===== src/rtl/core/lfu_memo_cache_macros.svh =====
// Assertion macros shared by the cache RTL.
`ifndef LFU_MEMO_CACHE_MACROS_SVH
`define LFU_MEMO_CACHE_MACROS_SVH

// Check that cons holds in the same cycle as ante.
`define LFU_ASSERT_NOW(lbl, clk, rst, ante, cons, msg) \
   lbl: assert property (@(posedge clk) disable iff (rst) (ante) |-> (cons)) \
      else $error(msg);

// Check that cons holds in the cycle after ante.
`define LFU_ASSERT_NEXT(lbl, clk, rst, ante, cons, msg) \
   lbl: assert property (@(posedge clk) disable iff (rst) (ante) |=> (cons)) \
      else $error(msg);

`endif


===== src/rtl/core/lfu_pkg.sv =====
// Shared types and constants for the LFU memo cache.
package lfu_pkg;

   localparam int KEY_FIELD_W   = 64;
   localparam int VALUE_FIELD_W = 64;
   localparam int TOTAL_W       = 32;
   localparam int USES_W        = 32;
   localparam int CAP_W         = 5;
   localparam int REQ_DATA_W    = KEY_FIELD_W + VALUE_FIELD_W;
   localparam int RSP_DATA_W    = VALUE_FIELD_W + 2 * TOTAL_W;

   localparam int CSR_IDX_W  = 1;
   localparam int CSR_DATA_W = CAP_W;

   localparam logic [CSR_IDX_W-1:0] CSR_CAPACITY   = 1'b0;
   localparam logic [CSR_IDX_W-1:0] CSR_EVICT_MODE = 1'b1;

   localparam logic [CAP_W-1:0] CAPACITY_RESET = 5'd16;

   // Sequencer to scan unit.
   typedef struct packed {
      logic clear;
      logic en;
   } scan_ctl_type;

   // Scan unit to sequencer.
   typedef struct packed {
      logic hit_found;
      logic vic_found;
      logic free_found;
   } scan_flags_type;

endpackage


===== src/rtl/core/lfu_ram.sv =====
// Generic single-write, single-read RAM with registered read data.
module lfu_ram #(
   parameter int WIDTH = 8,
   parameter int DEPTH = 16
) (
   input  logic                                   clock,
   input  logic                                   we,
   input  logic [(DEPTH > 1 ? $clog2(DEPTH) : 1)-1:0] waddr,
   input  logic [WIDTH-1:0]                       wdata,
   input  logic [(DEPTH > 1 ? $clog2(DEPTH) : 1)-1:0] raddr,
   output logic [WIDTH-1:0]                       rdata
);

   logic [WIDTH-1:0] mem_ff [DEPTH];
   logic [WIDTH-1:0] rdata_ff;

   always_ff @(posedge clock) begin
      if (we) begin
         mem_ff[waddr] <= wdata;
      end
      rdata_ff <= mem_ff[raddr];
   end

   assign rdata = rdata_ff;

endmodule


===== src/rtl/core/lfu_scan.sv =====
// Shared compare unit: tracks key match, least used entry and first free slot.
module lfu_scan #(
   parameter int ENTRIES    = 16,
   parameter int KEY_BITS   = 64,
   parameter int VALUE_BITS = 64,
   localparam int IDX_W     = (ENTRIES > 1) ? $clog2(ENTRIES) : 1
) (
   input  logic                     clock,
   input  logic                     reset,
   input  lfu_pkg::scan_ctl_type    ctl,
   input  logic [IDX_W-1:0]         idx,
   input  logic                     entry_valid,
   input  logic [KEY_BITS-1:0]      entry_key,
   input  logic [VALUE_BITS-1:0]    entry_value,
   input  logic [lfu_pkg::USES_W-1:0] entry_uses,
   input  logic [KEY_BITS-1:0]      lookup_key,
   output lfu_pkg::scan_flags_type  flags,
   output logic [IDX_W-1:0]         hit_idx,
   output logic [VALUE_BITS-1:0]    hit_value,
   output logic [lfu_pkg::USES_W-1:0] hit_uses,
   output logic [IDX_W-1:0]         vic_idx,
   output logic [IDX_W-1:0]         free_idx
);
   import lfu_pkg::*;

   scan_flags_type      flags_ff, flags_in;
   logic [IDX_W-1:0]    hit_idx_ff, hit_idx_in;
   logic [VALUE_BITS-1:0] hit_value_ff, hit_value_in;
   logic [USES_W-1:0]   hit_uses_ff, hit_uses_in;
   logic [IDX_W-1:0]    vic_idx_ff, vic_idx_in;
   logic [USES_W-1:0]   vic_uses_ff, vic_uses_in;
   logic [KEY_BITS-1:0] vic_key_ff, vic_key_in;
   logic [IDX_W-1:0]    free_idx_ff, free_idx_in;
   logic                better;

   // Lower count wins; equal counts go to the smaller key.
   assign better = !flags_ff.vic_found || (entry_uses < vic_uses_ff) ||
                   ((entry_uses == vic_uses_ff) && (entry_key < vic_key_ff));

   always_comb begin
      flags_in     = flags_ff;
      hit_idx_in   = hit_idx_ff;
      hit_value_in = hit_value_ff;
      hit_uses_in  = hit_uses_ff;
      vic_idx_in   = vic_idx_ff;
      vic_uses_in  = vic_uses_ff;
      vic_key_in   = vic_key_ff;
      free_idx_in  = free_idx_ff;
      if (ctl.clear) begin
         flags_in = '0;
      end else if (ctl.en) begin
         if (entry_valid) begin
            if (!flags_ff.hit_found && (entry_key == lookup_key)) begin
               flags_in.hit_found = 1'b1;
               hit_idx_in         = idx;
               hit_value_in       = entry_value;
               hit_uses_in        = entry_uses;
            end
            if (better) begin
               flags_in.vic_found = 1'b1;
               vic_idx_in         = idx;
               vic_uses_in        = entry_uses;
               vic_key_in         = entry_key;
            end
         end else if (!flags_ff.free_found) begin
            flags_in.free_found = 1'b1;
            free_idx_in         = idx;
         end
      end
   end

   always_ff @(posedge clock) begin
      if (reset) begin
         flags_ff <= '0;
      end else begin
         flags_ff <= flags_in;
      end
      hit_idx_ff   <= hit_idx_in;
      hit_value_ff <= hit_value_in;
      hit_uses_ff  <= hit_uses_in;
      vic_idx_ff   <= vic_idx_in;
      vic_uses_ff  <= vic_uses_in;
      vic_key_ff   <= vic_key_in;
      free_idx_ff  <= free_idx_in;
   end

   assign flags     = flags_ff;
   assign hit_idx   = hit_idx_ff;
   assign hit_value = hit_value_ff;
   assign hit_uses  = hit_uses_ff;
   assign vic_idx   = vic_idx_ff;
   assign free_idx  = free_idx_ff;

endmodule


===== src/rtl/core/lfu_memo_cache.sv =====
// LFU memo cache top level: request sequencer, entry store and result register.
//
// Usage: each req word is one lookup, carrying a key and the fill value that
// the caller computed for it. Each lookup returns exactly one rsp word: the
// hit flag in rsp_tuser, and in rsp_tdata the stored value on a hit or the
// fill value on a miss, followed by the running hit and lookup totals.
// A hit bumps the entry's use count (saturating). A miss inserts into the
// lowest free slot, or when the cache is full either replaces the least used
// entry (lowest count, then smallest key) or leaves the cache untouched.
// Timing: after a lookup is accepted the block walks all ENTRIES slots of the
// entry RAM, one per cycle through its single read port, and one shared
// compare unit checks each slot. rsp_tvalid rises with the registered result;
// req_tready returns in the same cycle, so a new lookup is only taken once
// the last one commits. The walk length is set by the RAM read port.
// Stall: the result register holds a word until rsp_tready; the next lookup
// is still accepted and runs its scan, then waits before its commit.
// Reset: clears valid bits, occupancy and totals; capacity returns to 16 and
// evict mode to on. The csr port writes a register whenever csr_we is high,
// to be used only while no lookup is in flight.
`include "lfu_memo_cache_macros.svh"

module lfu_memo_cache #(
   parameter int ENTRIES    = 16,
   parameter int KEY_BITS   = 64,
   parameter int VALUE_BITS = 64
) (
   input  logic                            clock,
   input  logic                            reset,
   // req_tdata: lookup_key [63:0], fill_value [127:64]
   input  logic                            req_tvalid,
   output logic                            req_tready,
   input  logic [lfu_pkg::REQ_DATA_W-1:0]  req_tdata,
   // rsp_tdata: result_value [63:0], hit_total [95:64], probe_total [127:96]
   output logic                            rsp_tvalid,
   input  logic                            rsp_tready,
   output logic [lfu_pkg::RSP_DATA_W-1:0]  rsp_tdata,
   // rsp_tuser: hit [0]
   output logic                            rsp_tuser,
   input  logic                            csr_we,
   input  logic [lfu_pkg::CSR_IDX_W-1:0]   csr_index,
   input  logic [lfu_pkg::CSR_DATA_W-1:0]  csr_wdata
);
   import lfu_pkg::*;

   localparam int IDX_W  = (ENTRIES > 1) ? $clog2(ENTRIES) : 1;
   localparam int CNT_W  = $clog2(ENTRIES + 1);
   localparam int CMP_W  = (CNT_W > CAP_W) ? CNT_W : CAP_W;
   localparam int WORD_W = USES_W + VALUE_BITS + KEY_BITS;

   localparam logic [1:0] ST_IDLE  = 2'd0;
   localparam logic [1:0] ST_SCAN  = 2'd1;
   localparam logic [1:0] ST_DRAIN = 2'd2;
   localparam logic [1:0] ST_WRITE = 2'd3;

   logic [1:0]            state_ff, state_in;
   logic [IDX_W-1:0]      addr_ff, addr_in;
   logic                  cmp_vld_ff, cmp_vld_in;
   logic [IDX_W-1:0]      cmp_idx_ff, cmp_idx_in;
   logic [KEY_BITS-1:0]   key_ff, key_in;
   logic [VALUE_BITS-1:0] fill_ff, fill_in;
   logic [ENTRIES-1:0]    valid_ff, valid_in;
   logic [CNT_W-1:0]      occ_ff, occ_in;
   logic [TOTAL_W-1:0]    hits_ff, hits_in;
   logic [TOTAL_W-1:0]    probes_ff, probes_in;
   logic [CAP_W-1:0]      cap_ff, cap_in;
   logic                  evict_ff, evict_in;
   logic                  rsp_valid_ff, rsp_valid_in;
   logic                  rsp_hit_ff, rsp_hit_in;
   logic [VALUE_BITS-1:0] rsp_value_ff, rsp_value_in;
   logic [TOTAL_W-1:0]    rsp_hits_ff, rsp_hits_in;
   logic [TOTAL_W-1:0]    rsp_probes_ff, rsp_probes_in;

   logic                  req_fire;
   logic                  commit;
   logic                  addr_last;
   logic [CMP_W-1:0]      cap_ext;
   logic [CMP_W-1:0]      eff_cap;
   logic                  full;

   logic                  ram_we;
   logic [IDX_W-1:0]      ram_waddr;
   logic [WORD_W-1:0]     ram_wdata;
   logic [WORD_W-1:0]     ram_rdata;
   logic [USES_W-1:0]     rd_uses;
   logic [VALUE_BITS-1:0] rd_value;
   logic [KEY_BITS-1:0]   rd_key;
   logic [USES_W-1:0]     hit_uses_next;

   scan_ctl_type          scan_ctl;
   scan_flags_type        scan_flags;
   logic [IDX_W-1:0]      hit_idx;
   logic [VALUE_BITS-1:0] hit_value;
   logic [USES_W-1:0]     hit_uses;
   logic [IDX_W-1:0]      vic_idx;
   logic [IDX_W-1:0]      free_idx;

   assign req_tready = (state_ff == ST_IDLE);
   assign req_fire   = req_tvalid && req_tready;
   assign addr_last  = (addr_ff == IDX_W'(ENTRIES - 1));
   // Commit only when the result register is free or being drained.
   assign commit     = (state_ff == ST_WRITE) && (!rsp_valid_ff || rsp_tready);

   // Capacity of zero acts as one; above ENTRIES acts as ENTRIES.
   assign cap_ext = CMP_W'(cap_ff);
   assign eff_cap = (cap_ext == '0) ? CMP_W'(1) :
                    ((cap_ext > CMP_W'(ENTRIES)) ? CMP_W'(ENTRIES) : cap_ext);
   assign full    = (CMP_W'(occ_ff) >= eff_cap);

   assign {rd_uses, rd_value, rd_key} = ram_rdata;
   assign hit_uses_next = (hit_uses == '1) ? hit_uses : hit_uses + USES_W'(1);

   assign scan_ctl.clear = req_fire;
   assign scan_ctl.en    = cmp_vld_ff;

   lfu_ram #(
      .WIDTH (WORD_W),
      .DEPTH (ENTRIES)
   ) u_entry_ram (
      .clock (clock),
      .we    (ram_we),
      .waddr (ram_waddr),
      .wdata (ram_wdata),
      .raddr (addr_ff),
      .rdata (ram_rdata)
   );

   lfu_scan #(
      .ENTRIES    (ENTRIES),
      .KEY_BITS   (KEY_BITS),
      .VALUE_BITS (VALUE_BITS)
   ) u_scan (
      .clock       (clock),
      .reset       (reset),
      .ctl         (scan_ctl),
      .idx         (cmp_idx_ff),
      .entry_valid (valid_ff[cmp_idx_ff]),
      .entry_key   (rd_key),
      .entry_value (rd_value),
      .entry_uses  (rd_uses),
      .lookup_key  (key_ff),
      .flags       (scan_flags),
      .hit_idx     (hit_idx),
      .hit_value   (hit_value),
      .hit_uses    (hit_uses),
      .vic_idx     (vic_idx),
      .free_idx    (free_idx)
   );

   // Sequencer: accept, walk every slot, drain the compare stage, commit.
   always_comb begin
      state_in   = state_ff;
      addr_in    = addr_ff;
      cmp_vld_in = 1'b0;
      cmp_idx_in = addr_ff;
      key_in     = key_ff;
      fill_in    = fill_ff;
      case (state_ff)
         ST_IDLE: begin
            if (req_fire) begin
               key_in   = req_tdata[KEY_BITS-1:0];
               fill_in  = req_tdata[KEY_FIELD_W +: VALUE_BITS];
               addr_in  = '0;
               state_in = ST_SCAN;
            end
         end
         ST_SCAN: begin
            cmp_vld_in = 1'b1;
            if (addr_last) begin
               state_in = ST_DRAIN;
            end else begin
               addr_in = addr_ff + IDX_W'(1);
            end
         end
         ST_DRAIN: begin
            state_in = ST_WRITE;
         end
         ST_WRITE: begin
            if (commit) begin
               state_in = ST_IDLE;
            end
         end
         default: begin
            state_in = ST_IDLE;
         end
      endcase
   end

   // Commit: update the entry store, totals and the result register.
   always_comb begin
      valid_in      = valid_ff;
      occ_in        = occ_ff;
      hits_in       = hits_ff;
      probes_in     = probes_ff;
      rsp_valid_in  = rsp_valid_ff && !rsp_tready;
      rsp_hit_in    = rsp_hit_ff;
      rsp_value_in  = rsp_value_ff;
      rsp_hits_in   = rsp_hits_ff;
      rsp_probes_in = rsp_probes_ff;
      ram_we        = 1'b0;
      ram_waddr     = free_idx;
      ram_wdata     = {USES_W'(0), fill_ff, key_ff};
      if (commit) begin
         probes_in     = probes_ff + TOTAL_W'(1);
         rsp_valid_in  = 1'b1;
         rsp_hit_in    = scan_flags.hit_found;
         rsp_probes_in = probes_in;
         if (scan_flags.hit_found) begin
            hits_in      = hits_ff + TOTAL_W'(1);
            rsp_value_in = hit_value;
            ram_we       = 1'b1;
            ram_waddr    = hit_idx;
            ram_wdata    = {hit_uses_next, hit_value, key_ff};
         end else begin
            rsp_value_in = fill_ff;
            if (full) begin
               // Full: replace the least used entry, or leave it all alone.
               if (evict_ff && scan_flags.vic_found) begin
                  ram_we    = 1'b1;
                  ram_waddr = vic_idx;
               end
            end else if (scan_flags.free_found) begin
               ram_we             = 1'b1;
               valid_in[free_idx] = 1'b1;
               occ_in             = occ_ff + CNT_W'(1);
            end
         end
         rsp_hits_in = hits_in;
      end
   end

   always_comb begin
      cap_in   = cap_ff;
      evict_in = evict_ff;
      if (csr_we) begin
         case (csr_index)
            CSR_CAPACITY:   cap_in   = csr_wdata;
            CSR_EVICT_MODE: evict_in = csr_wdata[0];
            default:        cap_in   = cap_ff;
         endcase
      end
   end

   always_ff @(posedge clock) begin
      if (reset) begin
         state_ff     <= ST_IDLE;
         addr_ff      <= '0;
         cmp_vld_ff   <= 1'b0;
         valid_ff     <= '0;
         occ_ff       <= '0;
         hits_ff      <= '0;
         probes_ff    <= '0;
         cap_ff       <= CAPACITY_RESET;
         evict_ff     <= 1'b1;
         rsp_valid_ff <= 1'b0;
      end else begin
         state_ff     <= state_in;
         addr_ff      <= addr_in;
         cmp_vld_ff   <= cmp_vld_in;
         valid_ff     <= valid_in;
         occ_ff       <= occ_in;
         hits_ff      <= hits_in;
         probes_ff    <= probes_in;
         cap_ff       <= cap_in;
         evict_ff     <= evict_in;
         rsp_valid_ff <= rsp_valid_in;
      end
      cmp_idx_ff    <= cmp_idx_in;
      key_ff        <= key_in;
      fill_ff       <= fill_in;
      rsp_hit_ff    <= rsp_hit_in;
      rsp_value_ff  <= rsp_value_in;
      rsp_hits_ff   <= rsp_hits_in;
      rsp_probes_ff <= rsp_probes_in;
   end

   assign rsp_tvalid = rsp_valid_ff;
   assign rsp_tuser  = rsp_hit_ff;
   assign rsp_tdata  = {rsp_probes_ff, rsp_hits_ff, VALUE_FIELD_W'(rsp_value_ff)};

   `LFU_ASSERT_NOW(a_occ_matches_valid, clock, reset, 1'b1,
      $countones(valid_ff) == int'(occ_ff), "occupancy disagrees with valid bits")
   `LFU_ASSERT_NOW(a_occ_in_range, clock, reset, 1'b1,
      int'(occ_ff) <= ENTRIES, "occupancy above entry count")
   `LFU_ASSERT_NEXT(a_accept_starts_scan, clock, reset, req_fire,
      (state_ff == ST_SCAN) && (addr_ff == '0), "accepted lookup did not start a scan")
   `LFU_ASSERT_NEXT(a_commit_counts_probe, clock, reset, commit,
      rsp_valid_ff && (probes_ff == $past(probes_ff) + TOTAL_W'(1)),
      "commit did not count a lookup")
   `LFU_ASSERT_NEXT(a_hit_counts, clock, reset, commit && scan_flags.hit_found,
      rsp_hit_ff && (hits_ff == $past(hits_ff) + TOTAL_W'(1)),
      "hit not counted")

endmodule

===== config.mk =====
export PLATFORM = sky130hd
export DESIGN_NAME = lfu_memo_cache
export DESIGN_NICKNAME = d
export VERILOG_FILES = /design/src/rtl/core/lfu_pkg.sv /design/src/rtl/core/lfu_ram.sv /design/src/rtl/core/lfu_scan.sv /design/src/rtl/core/lfu_memo_cache.sv
export VERILOG_INCLUDE_DIRS = /design/src /design/src/rtl/core
export SDC_FILE = /design/constraint.sdc
export NUM_CORES = 2
export LEC_CHECK = 0
export ABC_AREA = 1
export BUFFER_PORTS_ARGS = -buffer_cell sky130_fd_sc_hd__buf_2
export CAP_MARGIN = 40
export CORE_MARGIN = 1
export CORE_UTILIZATION = 50
export CTS_CLUSTER_SIZE = 14
export DETAILED_ROUTE_END_ITERATION = 8
export GPL_TIMING_DRIVEN = 0
export HOLD_SLACK_MARGIN = 0.08
export PLACE_DENSITY_LB_ADDON = 0.08
export REMOVE_ABC_BUFFERS = 1
export SYNTH_ARGS = -nofsm -noshare
export SYNTH_HDL_FRONTEND = slang
export SYNTH_SLANG_ARGS = --single-unit
export TNS_END_PERCENT = 30

===== constraint.sdc =====
create_clock -name clock -period 8.9 [get_ports clock]
set_clock_uncertainty 0.05 [all_clocks]
set_input_delay 0.89 -clock clock [delete_from_list [all_inputs] [get_ports clock]]
set_output_delay 0.89 -clock clock [all_outputs]
set_load 0.05 [all_outputs]

Yosys cells after proc, flatten, opt, wreduce, memory -nomap -nowiden
Memory sizes are Yosys's and may differ from the RTL's. A register that Yosys moved wholly into a read port is not among the register bits.
Cells that the tools add are included.
- memory bits (read-only): 0
- register bits after elaboration: 567
- memories kept: 1
- bits in writable memories: 2560
- output and inout port bits: 131
- latch bits: 0
- bits of input ports: 139
- equal/unequal tests: 11
- multipliers: 0
- order comparisons: 7
- shift-type cells: 0
- reduce and logical (&&, ||, !) cells: 30
- $add $sub $neg: 5
- bitwise gates (word level): 7
- mux-type cells: 31
- div/mod/pow operators: 0
- memory list (memory ; depth ; width ; read ports ; clocked after memory_dff ; wr ports ; line ; RTL):
    u_entry_ram.mem_ff ; 16 ; 160 ; 1 ; 1 ; 1 ; lfu_ram.sv:14 ; logic [WIDTH-1:0] mem_ff [DEPTH];
- operator list (cell ; number):
    160-bit 2-to-1 mux ; 2
    32-bit by 1-bit adder with 32-bit output, second input constant ; 3
    64-bit equality test ; 1
    64-bit < comparator ; 1
    32-bit 2-to-1 mux ; 2
    64-bit 2-to-1 mux ; 1
    32-bit equality test ; 1
    32-bit equality test, second input constant ; 1
    32-bit < comparator ; 1
    4-bit 2-to-1 mux ; 6
    16-bit bitwise OR ; 1
    4-bit AND reduction ; 4
    3-bit AND reduction ; 4
    1-bit 2-to-1 mux ; 11
    4-bit by 5-bit < comparator with 1-bit output, second input constant ; 2
    5-bit 2-to-1 mux ; 2
    2-bit one-hot mux with 4 select lines ; 1
    4-bit one-hot mux with 2 select lines ; 1
    2-bit AND reduction ; 4
    1-bit logical AND ; 7
    2-bit 2-to-1 mux ; 3
    2-bit inequality test, second input constant ; 3
    1-bit inverter ; 6
    5-bit by 1-bit adder with 5-bit output, second input constant ; 1
    16 further kinds ; 22

Depth between registers and ports, before layout
- word-level depth: 9
- gate-level depth with buffers: 15
- mapped depth without buffers: 15

Modules after synthesis
Synthesis repeated with hierarchy kept, for this count alone.
- cells, all modules: 12597
- area, all modules: 137106.5 µm²
- by module, submodules not included (module ; area each (µm²) ; seq. area each (µm²) ; cells each ; instances):
    lfu_ram ; 109735.2 ; 80076.8 ; 9723 ; 1
    lfu_memo_cache ; 17043.8 ; 9779.4 ; 1927 ; 1
    lfu_scan ; 10327.4 ; 6185.9 ; 947 ; 1

Least setup slack after synthesis
OpenSTA, ideal clock, no wires.
- kind: input to register
- start point: input rsp_tready
- end point: memory u_entry_ram.mem_ff[10][0] (netlist bit) (enable)
- setup time: 0.682 ns
- required time: 8.168 ns
- path slack: -0.338 ns
- cell stages on the path: 11
- arrival time: 8.506 ns
- cell sequence: inv_1 > nand2_1 > nand2_1 > buf_2 > nor2_2 > inv_1 > o22ai_1 > inv_1 > nand2_1 > nand3_1 > nor2_1
- longest elaborated chain between the ends: 5
- elaborated cells between the ends (all ways): 6
- those cells by class: mux (4); reduce/logical (2)
- RTL lines (what ; line ; RTL):
    from (decl) ; lfu_memo_cache.sv:35 ; input logic rsp_tready,
    1-bit logical OR (*) ; lfu_memo_cache.sv:101 ; assign commit = (state_ff == ST_WRITE) && (!rsp_valid_ff || rsp_tready);
    1-bit logical AND (*) ; lfu_memo_cache.sv:101 ;
    1-bit 2-to-1 mux ; lfu_memo_cache.sv:202 ; if (commit) begin
    1-bit 2-to-1 mux ; lfu_ram.sv:18 ; if (we) begin
    1-bit 2-to-1 mux (not written as such) ; lfu_ram.sv:19 ; mem_ff[waddr] <= wdata;
    to (decl) ; lfu_ram.sv:14 ;
Every way passes the cells marked *; elsewhere a longest branch is shown, timed or not.

Worst setup path after layout
- start point: register u_scan.flags_ff, in the netlist u_scan.flags[2]
- end point: memory u_entry_ram.mem_ff[6][102] (netlist bit) (enable)
- longest elaborated chain between the ends: 4
- elaborated cells between the ends (all ways): 6
- those cells by class: mux (6)
- RTL lines (what ; line ; RTL):
    from (decl) ; lfu_scan.sv:26 ; scan_flags_type flags_ff, flags_in;
    from (signal assigned) ; lfu_scan.sv:76 ; flags_ff <= flags_in;
    1-bit 2-to-1 mux ; lfu_memo_cache.sv:207 ; if (scan_flags.hit_found) begin
    1-bit 2-to-1 mux ; lfu_memo_cache.sv:202 ;
    1-bit 2-to-1 mux ; lfu_ram.sv:18 ;
    1-bit 2-to-1 mux (not written as such) ; lfu_ram.sv:19 ;
Several ways; a longest one is shown, not always the timed one.

==> run_results.csv <==
group,metric,value,unit
worst_setup_path,timing.rr.start,"u_scan.flags[2]$_SDFFE_PP0P_",
grt,antenna_found_initial,5,
worst_setup_path,cpPeakStageDelay,0.84,ns
routing,vias,81230,
placed_design,globalplace.congestion,0.8693,
clocking,cts.path.max_buffers,4,
synthesis,ys.flop_type,"edfxtp_1",
clocking,cts.clk_slew.worst_paths,0.06,ns
grt,grt-ovfl-total,0,
routing,ant_nets,0,
hold_path,hold_start,"req_tdata[20]",
run_status,status,"complete, no violations",
synthesis,synth_top_area_share,70.87,%
routing,wire_per_inst,24.54,um
worst_setup_path,worst_ep_required_time,9.48,ns
floorplan,initial_core_util,50.32,%
synthesis,synth_warnings,0,
grt,grt_usage,26.00,%
routing,drt-pass1-iter-count,6,
clocking,postCtsSetupBuffers,0,
sta,finalWorstSetupSlack,4.051,ns
clocking,cts_tree,"done",
placed_design,dp_worst_setup_slack,3.738,ns
grt,grt_pass1_wl,502200,um
synthesis,yosysUniqueCellTypes,51,
synthesis,ys_seq_area_share,75.03,%
finish,fin_nets,10428,
synthesis,async_reset_ff_share,0,%
sta,slew_headroom,34.36,%
routing,wirelength,339200,um
sta,whs,0.1413,ns
synthesis,yosys_register_bits,3287,
floorplan,fp.dieH,508.0,um
finish,fillers,19768,
worst_setup_path,start_kind,"register",
synthesis,synth_edf_count,3021,
placed_design,dp_cells,13078,
worst_setup_path,startpoint,"u_scan.flags[2]$_SDFFE_PP0P_",
floorplan,core,254400,um^2
synthesis,syn_area,128000,um^2
floorplan,io_pins,270,
worst_setup_path,crit_arrival,5.43,ns
clocking,clock-sinks,3287,
synthesis,yosys-top-cells-area,"edfxtp_1 (71%), o21ai_0 (6.1%), nor2_1 (4.7%)",
sta,fmax,206.2,MHz
clocking,cts.repair.resized,0,
routing,drt-initial-drc-count,7898,
grt,grt_max_degree,163,
finish,drive_gt1_share,11.26,%
synthesis,syn_inst,9714,
finish,area_delta_synth_final,17.23,%
sta,layout_min_cycle_time,4.849,ns
sta,finalCritPeriodShare,54.48,%
routing,route.detailed.drc,0,
hold_path,hp-class,"primary input to register",
grt,grt_pass1_vias,78375,
worst_setup_path,worstSetupPathType,"register to register",
worst_setup_path,cp_max_fo,28,
flow_run,maxCapViolCount,0,
sta,drv_slew,0,
worst_setup_path,cp-end-kind,"register",
clocking,hold_buffers,108,
placed_design,io_buffers,269,
sta,grt_setup_unrepaired,"no",
power_and_ir_drop,power_density,267.9,nW/um^2
clocking,clkLatencyLatePin,0.97,ns
clocking,htreeDepth,5,
clocking,cts_buffers,351,
worst_setup_path,crit_slowest_cell,"dfxtp_4",
floorplan,fp.dieW,508.0,um
worst_setup_path,worst-r2r-cell-count,13,
power_and_ir_drop,vdd_drop_max,0.0002455,V
worst_setup_path,crit_chain,"inv_1 > nor2_2 > inv_1 > o22ai_1 > inv_1 > nand2_1 > nand2_1 > nor2_4 > buf_16 > buf_12 > buf_16 > buf_12 > buf_12",
routing,avgViaCountPerCell,5.876,
floorplan,num_rows,185,
placed_design,dp_hpwl,197700,um
synthesis,synth_top_cell_by_area,"edfxtp_1",
sta,setup-tns-final,0,ns
finish,layoutNonFillerInstCount,13823,
hold_path,min_path_cells,1,
sta,hold_viol,0,
sta,worst_pin_slew,0.9743,ns
power_and_ir_drop,p_leak,52.63,nW
clocking,ctsRootBufferMaster,"clkbuf_16",
sta,finalSetupViolCount,0,
synthesis,syn_avg_cell_area,13.18,um^2
floorplan,design.die.area,258000,um^2
[layout make-up]
class	count	area, um^2	share of cell area (%)
inverter	464	1787	1.191
clock inverter	145	1560	1.040
tap	3366	4212	2.807
timing repair buffer	708	8851	5.898
multi-input combinational	5368	27800	18.52
sequential	3287	96060	64.02
clock buffer	481	9778	6.516
antenna	4	10.01	0.006671
[path summary, 6_finish.rpt]
path | to | slack [ns]
max | u_entry_ram.mem_ff[6][102]$_DFFE_PP_ | 4.05
min | key_ff[20]$_DFFE_PP_ | 0.14
max reg2reg | u_entry_ram.mem_ff[6][102]$_DFFE_PP_ | 4.05
min reg2reg | u_scan.hit_value[61]$_DFFE_PP_ | 0.34
[cells in the mapped netlist (7+ instances only)]
| master | number |
|---|---|
| edfxtp_1 | 3021 |
| nor2_1 | 1608 |
| o21ai_0 | 1550 |
| nand2_1 | 584 |
| inv_1 | 454 |
| o22ai_1 | 403 |
| clkbuf_1 | 385 |
| o221ai_1 | 285 |
| dfxtp_1 | 266 |
| buf_2 | 159 |
| o211ai_1 | 144 |
| o21ai_1 | 130 |
| a21oi_1 | 118 |
| nand3_1 | 117 |
| ha_1 | 109 |
| xor2_1 | 76 |
| nand4_1 | 61 |
| nor3_1 | 50 |
| buf_1 | 24 |
| or2_2 | 24 |
| xnor2_1 | 21 |
| nor4_1 | 17 |
| buf_4 | 16 |
| buf_6 | 11 |
| inv_2 | 10 |
| mux2i_1 | 9 |
| a211oi_1 | 8 |
| nor3_2 | 7 |
[metrics by stage]
step | total power, mW | cell area, um^2 | utilization [%]
5_1_grt | 41.84 | 150100 | 58.98
3_5_place_dp | 26.01 | 137600 | 54.09
3_3_place_gp | 24.59 | 131000 | 51.49
4_1_cts | 40.43 | 150000 | 58.97
6_report | 40.20 | 150100 | 58.99
2_1_floorplan | 24.05 | 125400 | -
[critical path, delay by kind of cell, from the launching register on]
kind	cells	cell delay (ns)
flip-flops	1	0.84
buffers and inverters	8	2.02
AO/OA/AOI/OAI	1	0.23
AND/OR/NAND/NOR	4	1.26
[logic make-up (layout without fill, tap and decap cells)]
family | after synthesis | in the layout | synth area share, %
buf+inv | 1059 | 1798 | 3.372
compound gates | 2655 | 2655 | 11.95
xor+xnor | 99 | 99 | 0.6891
other cells | 0 | 4 | 0
fa+ha+maj | 109 | 109 | 1.065
mux | 9 | 9 | 0.07038
flops | 3287 | 3287 | 75.03
simple gates | 2496 | 2496 | 7.824
[registers in the layout, indices dropped and copies added (netlist names), 3 cells and up]
| signal | flops |
|---|---|
| hits_ff | 32 |
| cap_ext | 5 |
| u_scan.free_idx | 4 |
| u_scan.hit_value | 64 |
| u_entry_ram.mem_ff | 2560 |
| u_scan.vic_idx | 4 |
| occ_ff | 5 |
| rsp_value_ff | 64 |
| u_scan.vic_uses_ff | 32 |
| u_entry_ram.rdata | 160 |
| key_ff | 64 |
| probes_ff | 32 |
| rsp_probes_ff | 32 |
| u_scan.hit_idx | 4 |
| cmp_idx_ff | 4 |
| rsp_hits_ff | 32 |
| u_scan.hit_uses | 32 |
| u_scan.flags | 3 |
| u_scan.vic_key_ff | 64 |
| addr_ff | 4 |
| valid_ff | 16 |
| fill_ff | 64 |
[power by group]
part           internal (mW)  total [mW]  switching (mW)
registers               18.3        19.2           0.833
clock network           8.63        14.4            5.79
logic                   2.05        6.61            4.56
total                   29.0        40.2            11.2
[placed cells by master (no fill, tap or decap), types with 44 or more instances in the layout]
cell type / count
clkinv_2: 44
nor2_1: 1591
xor2_1: 76
o22ai_1: 403
buf_12: 133
dfxtp_1: 261
nor3_1: 50
o21ai_1: 132
edfxtp_1: 3021
buf_2: 307
clkinv_1: 54
buf_16: 118
o221ai_1: 285
nand3_1: 117
nand4_1: 61
a21oi_1: 117
clkbuf_16: 356
dlygate4sd3_1: 108
inv_1: 451
o211ai_1: 144
ha_1: 109
clkbuf_1: 85
o21ai_0: 1548
nand2_1: 583
[metal layers]
| layer | vias to the layer above | share of wire (%) | routed length [um] | GRT usage, % |
|---|---|---|---|---|
| met3 | 505 | 6.5 | 22000 | 3.388 |
| met5 | - | 0 | 0 | 0 |
| met1 | 41118 | 44 | 149900 | 37.67 |
| li1 | 36832 | - | - | - |
| met2 | 2775 | 47 | 158900 | 41.49 |
| met4 | 0 | 2.5 | 8334 | 7.127 |
(Power assumes the default switching activity.)
